File: src/rtl/core/dtc_pkg.sv
package dtc_pkg;

	localparam int MAX_ISOLATES_DEF = 1024;
	localparam int HEIGHT_BITS_DEF  = 32;

	localparam logic KIND_LOAD  = 1'b0;
	localparam logic KIND_QUERY = 1'b1;

	localparam int CFG_IDX_W = 2;

	typedef enum logic [CFG_IDX_W-1:0] {
		REG_THRESHOLD     = 2'd0,
		REG_MERGE_ROWS    = 2'd1,
		REG_ISOLATE_COUNT = 2'd2
	} cfg_reg_t;

	typedef enum logic [3:0] {
		ST_IDLE,
		ST_CLEAR,
		ST_WALK_RD,
		ST_WALK_LEFT,
		ST_WALK_RIGHT,
		ST_NUM_RD,
		ST_NUM_WR,
		ST_QUERY_RD,
		ST_QUERY_OUT
	} state_t;

	typedef struct packed {
		logic load;
		logic capture;
		logic walk_init;
		logic clear_step;
		logic walk_start;
		logic num_start;
		logic walk_read;
		logic claim_left;
		logic claim_right;
		logic walk_step;
		logic num_read;
		logic num_write;
		logic set_walk_done;
		logic query_read;
		logic result_valid;
	} dp_cmd_t;

	typedef struct packed {
		logic walk_done;
		logic clear_last;
		logic rows_zero;
		logic row_last;
		logic isos_zero;
		logic iso_last;
	} dp_sts_t;

	function automatic int addr_w(input int depth);
		return (depth > 1) ? $clog2(depth) : 1;
	endfunction

endpackage

File: src/rtl/core/dtc_ctrl.sv
module dtc_ctrl (
	input  logic             clk,
	input  logic             arst_n,
	input  logic             start,
	input  logic             kind,
	input  dtc_pkg::dp_sts_t sts,
	output dtc_pkg::dp_cmd_t cmd,
	output logic             busy,
	output logic             done
);

	dtc_pkg::state_t state_q;
	dtc_pkg::state_t state_d;

	always_ff @(posedge clk or negedge arst_n) begin
		if (!arst_n) begin
			state_q <= dtc_pkg::ST_IDLE;
		end else begin
			state_q <= state_d;
		end
	end

	always_comb begin
		state_d = state_q;
		case (state_q)
			dtc_pkg::ST_IDLE: begin
				if (start && kind == dtc_pkg::KIND_QUERY) begin
					state_d = sts.walk_done ? dtc_pkg::ST_QUERY_RD : dtc_pkg::ST_CLEAR;
				end
			end
			dtc_pkg::ST_CLEAR: begin
				if (sts.clear_last) begin
					if (!sts.rows_zero) begin
						state_d = dtc_pkg::ST_WALK_RD;
					end else if (sts.isos_zero) begin
						state_d = dtc_pkg::ST_QUERY_RD;
					end else begin
						state_d = dtc_pkg::ST_NUM_RD;
					end
				end
			end
			dtc_pkg::ST_WALK_RD:   state_d = dtc_pkg::ST_WALK_LEFT;
			dtc_pkg::ST_WALK_LEFT: state_d = dtc_pkg::ST_WALK_RIGHT;
			dtc_pkg::ST_WALK_RIGHT: begin
				if (!sts.row_last) begin
					state_d = dtc_pkg::ST_WALK_RD;
				end else if (sts.isos_zero) begin
					state_d = dtc_pkg::ST_QUERY_RD;
				end else begin
					state_d = dtc_pkg::ST_NUM_RD;
				end
			end
			dtc_pkg::ST_NUM_RD: state_d = dtc_pkg::ST_NUM_WR;
			dtc_pkg::ST_NUM_WR: begin
				state_d = sts.iso_last ? dtc_pkg::ST_QUERY_RD : dtc_pkg::ST_NUM_RD;
			end
			dtc_pkg::ST_QUERY_RD:  state_d = dtc_pkg::ST_QUERY_OUT;
			dtc_pkg::ST_QUERY_OUT: state_d = dtc_pkg::ST_IDLE;
			default:               state_d = dtc_pkg::ST_IDLE;
		endcase
	end

	always_comb begin
		cmd = '0;
		case (state_q)
			dtc_pkg::ST_IDLE: begin
				if (start) begin
					if (kind == dtc_pkg::KIND_LOAD) begin
						cmd.load = 1'b1;
					end else begin
						cmd.capture   = 1'b1;
						cmd.walk_init = !sts.walk_done;
					end
				end
			end
			dtc_pkg::ST_CLEAR: begin
				cmd.clear_step = 1'b1;
				if (sts.clear_last) begin
					cmd.walk_start    = 1'b1;
					cmd.num_start     = 1'b1;
					cmd.set_walk_done = sts.rows_zero && sts.isos_zero;
				end
			end
			dtc_pkg::ST_WALK_RD:   cmd.walk_read  = 1'b1;
			dtc_pkg::ST_WALK_LEFT: cmd.claim_left = 1'b1;
			dtc_pkg::ST_WALK_RIGHT: begin
				cmd.claim_right   = 1'b1;
				cmd.walk_step     = 1'b1;
				cmd.set_walk_done = sts.row_last && sts.isos_zero;
			end
			dtc_pkg::ST_NUM_RD: cmd.num_read = 1'b1;
			dtc_pkg::ST_NUM_WR: begin
				cmd.num_write     = 1'b1;
				cmd.set_walk_done = sts.iso_last;
			end
			dtc_pkg::ST_QUERY_RD:  cmd.query_read   = 1'b1;
			dtc_pkg::ST_QUERY_OUT: cmd.result_valid = 1'b1;
			default:               cmd = '0;
		endcase
	end

	assign busy = (state_q != dtc_pkg::ST_IDLE);
	assign done = cmd.result_valid;

	a_query_after_walk: assert property (@(posedge clk) disable iff (!arst_n)
		state_q == dtc_pkg::ST_QUERY_RD |-> sts.walk_done)
		else $error("Label read started before the walk finished.");

	a_no_walk_twice: assert property (@(posedge clk) disable iff (!arst_n)
		(state_q == dtc_pkg::ST_CLEAR || state_q == dtc_pkg::ST_WALK_RD ||
		 state_q == dtc_pkg::ST_WALK_LEFT || state_q == dtc_pkg::ST_WALK_RIGHT ||
		 state_q == dtc_pkg::ST_NUM_RD || state_q == dtc_pkg::ST_NUM_WR)
		|-> !sts.walk_done)
		else $error("Walk in progress while the labels are marked complete.");

	a_fast_query: assert property (@(posedge clk) disable iff (!arst_n)
		(state_q == dtc_pkg::ST_IDLE && start && kind == dtc_pkg::KIND_QUERY &&
		 sts.walk_done) |=> state_q == dtc_pkg::ST_QUERY_RD)
		else $error("Query after a finished walk did not go straight to the read.");

endmodule

File: config.mk
export PLATFORM = sky130hd
export DESIGN_NAME = dtc_ctrl
export DESIGN_NICKNAME = d
export VERILOG_FILES = /design/src/rtl/core/dtc_pkg.sv /design/src/rtl/core/dtc_ctrl.sv
export SDC_FILE = /design/constraint.sdc
export NUM_CORES = 1
export LEC_CHECK = 0
export ABC_AREA = 1
export BUFFER_PORTS_ARGS = -buffer_cell sky130_fd_sc_hd__buf_2
export CAP_MARGIN = 20
export CORE_AREA = 5 5 42 44
export DETAILED_ROUTE_END_ITERATION = 7
export DIE_AREA = 0 0 47 49
export HOLD_SLACK_MARGIN = 0.12
export PLACE_DENSITY = 0.63
export SYNTH_ARGS = -nofsm -noshare
export SYNTH_HDL_FRONTEND = slang
export SYNTH_SLANG_ARGS = --single-unit
File: constraint.sdc
create_clock -name clk -period 1.78 [get_ports clk]
set_input_delay 0.267 -clock clk [delete_from_list [all_inputs] [get_ports clk]]
set_output_delay 0.267 -clock clk [all_outputs]
set_load 0.005 [all_outputs]
==> results of run 1 <==
[cell type report]
cell class              instances  area [µm²]  area share [%]
multi-input cells              48         255            44.1
inverters                      11        41.3            7.13
well taps                      16        20.0            3.46
flip-flops and latches          4         100            17.3
clock buffers                   3        22.5            3.89
repair buffers                 27         140            24.2
[stage by stage]
step	hold WS (ns)	instance area [µm²]	util, %
floorplan	-0.0286	414	-
global placement	0.0730	542	38.7
detailed placement	0.0788	542	38.7
CTS	0.357	574	41.0
global route	0.389	579	41.3
finish	0.353	579	41.3
[path summary, 6_finish.rpt]
check	startpoint	slack, ns	end	depth (start not counted)
max	state_q[3]	0.13	cmd[14]	4
min	sts[4]	0.35	state_q[0]	4
max reg2reg	state_q[3]	0.57	state_q[0]	6
min reg2reg	state_q[2]	0.65	state_q[0]	3
max in group asynchronous	arst_n	1.29	state_q[0]	2
min in group asynchronous	arst_n	0.37	state_q[2]	2
[metal layers]
layer | global-route usage [%] | wire, µm | vias to the layer above
li1 | - | - | 266
met1 | 12.8 | 462 | 221
met2 | 17.0 | 560 | 24
met3 | 1.48 | 87 | 4
met4 | 6.91 | 31 | 0
met5 | 0 | 0 | -
[cells in the mapped netlist, drive strengths merged]
library cell | number | area [µm²]
buf | 3 | 22.5
o211ai | 1 | 7.51
nand3 | 14 | 75.1
nand4 | 1 | 6.26
nand2 | 13 | 48.8
inv | 11 | 41.3
nor3 | 4 | 20.0
dfrtp | 4 | 100
nor3b | 1 | 12.5
nor2 | 14 | 80.1
[logic make-up (layout without fill, tap and decap cells)]
kind of cell / count (synthesis) / after routing
simple gates: 47 / 47
buf+inv: 14 / 41
flops: 4 / 4
compound gates: 1 / 1
[worst max-delay path, stage by stage (launching register included)]
cell and delay (ns):
dfrtp_1 0.44, nor2_4 0.25, nand2_1 0.15, nor3b_2 0.17, buf_2 0.13
[timing repair]
action | in CTS | in global routing
setup endpoints to repair | 0 | 1
endpoints found under the hold margin | 4 | 0
hold buffers | 1 | 0
gates resized for setup | 0 | 1
[placed cells by master, fill, tap and decap left out]
cell type / count
dfrtp_1: 4
nor3b_2: 1
buf_2: 26
inv_1: 9
dlygate4sd3_1: 1
nor2_1: 9
inv_2: 2
nor2_4: 4
nor2_2: 1
nand3_1: 13
nor3_1: 4
nand2_1: 13
o211ai_1: 1
nand4_1: 1
nand3_2: 1
clkbuf_4: 3
[where the power goes]
part / switching (mW) / internal, mW / leakage [nW]
sequential: 0.0662 / 0.131 / 0.0510
clock: 0.0355 / 0.0753 / 0.0138
combinational: 0.363 / 0.228 / 0.301
total: 0.465 / 0.435 / 0.366
==> impl_metrics.csv, run 1 <==
group,metric,value,unit
status,outcome,"completed",
flow_run,cap_viol_max_count,0,
floorplan,start_util,29.6,%
global_route,grt_pass1_vias,490,
worst_setup_path,worst-setup-path-type,"reg2out",
placement,pre_cts_slack,0.357,ns
layout,final_cells,109,
clock_network,clock-root-buffer,"clkbuf_4",
timing,relSlewSlack,81.9,%
global_route,grt_antenna_before_repair,0,
global_route,grt_max_degree,11,
clock_network,htree_levels,1,
layout,drive_gt1_share,40.9,%
synth,synth_compound_area_share,1.81,%
detailed_routing,dr.pass1.iters,4,
worst_setup_path,worstPathArrival,1.38,ns
placement,dpl.hpwl,1.01,mm
detailed_routing,via_count,515,
timing,rsz0062_at_grt,"no",
placement,placedCellCount,105,
global_route,globalRouteOverflowTotal,0,
global_route,track_usage,10.7,%
synth,netlist_area,414,µm²
timing,worst_slack,0.129,ns
timing,finalCriticalPeriod,1.65,ns
synth,syn-instance-count,66,
detailed_routing,vias_per_cell,4.72,
synth,synth_mux_area_share,0,%
clock_network,cts_setup_buffers,0,
synth,synthAdderAreaFrac,0,%
floorplan,dieArea,2300,µm²
power_and_ir_drop,vdd_ir_drop_max,0.748,mV
worst_setup_path,cp_max_fo,10,
clock_network,clockBufferDepth,2,
layout,largest_reg_flops,4,
clock_network,clk_latency,0.23,ns
detailed_routing,drt-initial-drc-count,10,
synth,yosysSeqAreaShare,24.2,%
placement,port_buffers,26,
global_route,grt_pass1_wl,1.86,mm
timing,fmax,0.606,GHz
synth,synth_top_family_by_area,"simple AND/OR/NAND/NOR gates",
synth,syn_nets,76,
timing,setup_viol,0,
layout,diodes,0,
worst_setup_path,crit_required,1.51,ns
timing,worstMarginPinSlew,0.271,ns
power_and_ir_drop,powerDensity,1550,nW/µm²
timing,setup_tns,0,ns
floorplan,fp.coreArea,1400,µm²
timing,slew_viol_final,0,
synth,post_synth_num_cell_types,14,
detailed_routing,wl,1.14,mm
placement,place.gp.congestion,0.776,
floorplan,die_h,49,µm
layout,top_register,"state_q",
detailed_routing,final_antenna_net_count,0,
floorplan,boundaryPins,27,
synth,yosys_warnings,0,
synth,synth-xor-area-share,0,%
synth,avgSynthCellArea,6.27,µm²
timing,finalHoldViolations,0,
clock_network,cts_tree,"yes",
worst_hold_path,hp-class,"in2reg",
clock_network,clock_sinks,4,
worst_setup_path,crit_path_start_kind,"register",
synth,ys_ff_latch,4,
layout,syn2layout_area_growth,39.9,%
layout,n_fill_cell,159,
layout,nets,105,
timing,finClkSkew,0.00512,ns
floorplan,fp.dieW,47,µm
detailed_routing,wl_per_cell,10.5,µm
synth,synth-simple-area-share,58.6,%
layout,reg_top3,"state_q x4",
timing,finalCritPeriodShare,92.7,%
detailed_routing,drc,0,
clock_network,path_clk_slew,0.03,ns
power_and_ir_drop,power,0.899,mW
floorplan,row_count,14,
worst_setup_path,endpoint_kind,"primary output",
power_and_ir_drop,p_leak,0.366,nW
clock_network,numCtsBuffers,3,
No activity file was read; power rests on OpenSTA's default activity.
==> run 2: changes to the inputs <==
--- a/config.mk
+++ b/config.mk
@@ -8,5 +8,4 @@
 export ABC_AREA = 1
 export BUFFER_PORTS_ARGS = -buffer_cell sky130_fd_sc_hd__buf_2
-export CAP_MARGIN = 20
 export CORE_AREA = 5 5 42 44
 export DETAILED_ROUTE_END_ITERATION = 7
==> constraint.sdc (replaced) <==
create_clock -name clk -period 1.78 [get_ports clk]
set_input_delay 0 -clock clk [delete_from_list [all_inputs] [get_ports clk]]
set_output_delay 0 -clock clk [all_outputs]
set_load 0.005 [all_outputs]
==> run 2 against run 1 <==
  * Global-route usage increased by 0.56 points
  * Die area is the same
  * Combinational power is essentially flat
  * Critical path depth is 2 higher
  * Largest power group unchanged
  * Largest cell class unchanged
==> impl_metrics.csv, run 2 (same netlist as run 1, synthesis figures left out) <==
group,metric,value,unit
timing,finalCriticalPeriod,1.46,ns
global_route,grt_pass1_wl,1.90,mm
timing,worstMarginPinSlew,0.238,ns
global_route,globalRouteOverflowTotal,0,
clock_network,clockBufferDepth,2,
clock_network,clock_sinks,4,
floorplan,row_count,14,
global_route,track_usage,11.3,%
worst_hold_path,hp-class,"in2reg",
timing,slew_viol_final,0,
layout,reg_top3,"state_q x4",
timing,fmax,0.685,GHz
power_and_ir_drop,p_int,0.433,mW
global_route,grt_pass1_vias,472,
floorplan,die_h,49,µm
clock_network,cts_tree,"yes",
layout,regArea,100,µm²
layout,n_fill_cell,168,
power_and_ir_drop,p_sw,0.462,mW
detailed_routing,via_count,498,
placement,port_buffers,26,
floorplan,dieArea,2300,µm²
timing,rsz0062_at_grt,"no",
worst_setup_path,worst-setup-path-type,"reg2out",
flow_run,cap_viol_max_count,0,
timing,finalCritPeriodShare,82.0,%
worst_setup_path,cp_max_fo,5,
detailed_routing,vias_per_cell,4.49,
layout,diodes,0,
global_route,grt_antenna_before_repair,0,
layout,final_common_cell,"buf_2",
placement,place.gp.congestion,0.783,
floorplan,start_util,29.6,%
layout,top_register,"state_q",
worst_setup_path,crit_path_start_kind,"register",
layout,syn2layout_area_growth,43.5,%
clock_network,path_clk_slew,0.04,ns
worst_setup_path,crit_path_start,"state_q[1]",
power_and_ir_drop,comb_power_share,66.3,%
detailed_routing,dr.pass1.iters,4,
floorplan,fp.coreArea,1400,µm²
floorplan,boundaryPins,27,
timing,setup_viol,0,
layout,nets,107,
timing,finClkSkew,0.000943,ns
clock_network,clk_latency,0.23,ns
worst_setup_path,crit_required,1.78,ns
global_route,grt_max_degree,11,
detailed_routing,drc,0,
layout,multi_input_area,250,µm²
worst_setup_path,rr_worst_depth,6,
detailed_routing,final_antenna_net_count,0,
floorplan,fp.dieW,47,µm
layout,drive_gt1_share,40.0,%
worst_setup_path,timing.rr.end,"state_q[0]",
detailed_routing,drt-initial-drc-count,10,
timing,setup_tns,0,ns
detailed_routing,wl_per_cell,10.5,µm
power_and_ir_drop,vdd_ir_drop_max,0.630,mV
power_and_ir_drop,p_leak,0.373,nW
power_and_ir_drop,pwr-share-clk,12.4,%
layout,largest_reg_flops,4,
timing,finalHoldViolations,0,
worst_setup_path,r2r_start,"state_q[1]",
clock_network,numCtsBuffers,3,
worst_setup_path,worstPathArrival,1.46,ns
clock_network,clock-root-buffer,"clkbuf_4",
worst_setup_path,endpoint,"cmd[2]",
power_and_ir_drop,p_sw_share,51.6,%
status,outcome,"completed",
worst_setup_path,rrSetupSlack,0.61,ns
placement,dpl.hpwl,994,µm
power_and_ir_drop,seq_power_share,21.3,%
worst_setup_path,endpoint_kind,"primary output",
timing,relSlewSlack,84.0,%
power_and_ir_drop,power,0.895,mW
layout,final_util,42.4,%
layout,final_cell_mix,"buf_2, nand2_1, nand3_1, inv_1, nor2_1",
power_and_ir_drop,powerDensity,1510,nW/µm²
detailed_routing,wl,1.17,mm
clock_network,htree_levels,1,
==> run 2: changes by cell type in the layout (fill, tap and decap cells not counted), sizes merged <==
cell         delta
dlygate4sd3     +2
==> run 2: area by class of cell <==
type	count	area share, %
Multi-Input combinational cell	48	42.1
Sequential cell	4	16.8
Tap cell	16	3.37
Inverter	11	6.95
Timing Repair Buffer	29	26.9
Clock buffer	3	3.79
==> run 2: critical path, cell delays in order (launching register included) <==
cell and delay (ns):
dfrtp_1 0.45, nor2_2 0.24, inv_1 0.09, nor2_2 0.15, nand3_1 0.09, nand3_1 0.09, buf_2 0.11
==> run 2: power groups by stage <==
stage	clock, mW	sequential, mW	combinational, mW
finish	0.111	0.191	0.593
global route	0.128	0.200	0.680
detailed placement	0	0.193	0.595
floorplan	0	0.183	0.427
global placement	0	0.194	0.590
CTS	0.117	0.192	0.602
==> run 2: worst min path at each step <==
stage | start | slack (ns) | cells after the start | to
2_1_floorplan | arst_n | -0.30 | 0 | state_q[0]
3_5_place_dp | arst_n | -0.19 | 1 | state_q[1]
4_1_cts | sts[3] | 0.17 | 5 | state_q[0]
3_3_place_gp | arst_n | -0.19 | 1 | state_q[1]
5_1_grt | sts[0] | 0.23 | 5 | state_q[1]
6_report | sts[3] | 0.17 | 5 | state_q[0]
==> run 2: through the flow <==
step | instance area (µm²) | cells | setup WS (ns) | hold slack (ns)
floorplan | 414 | 66 | 0.698 | -0.296
global placement | 542 | 105 | 0.557 | -0.193
detailed placement | 542 | 105 | 0.547 | -0.193
CTS | 594 | 111 | 0.294 | 0.171
global route | 594 | 111 | 0.163 | 0.227
finish | 594 | 111 | 0.320 | 0.169
==> run 2: routing by layer <==
layer / track usage (%) / share of wire [%] / wire length (µm)
met1: 14.1 / 41 / 478
met4: 4.15 / 0 / 0
met3: 4.80 / 9.9 / 116
met5: 0 / 0 / 0
met2: 16.7 / 49 / 574
==> run 2: timing repair <==
action / CTS / global route
resized for setup: 0 / 0
endpoints found under the hold margin: 5 / 0
hold buffers: 3 / 0
setup buffers: 0 / 0
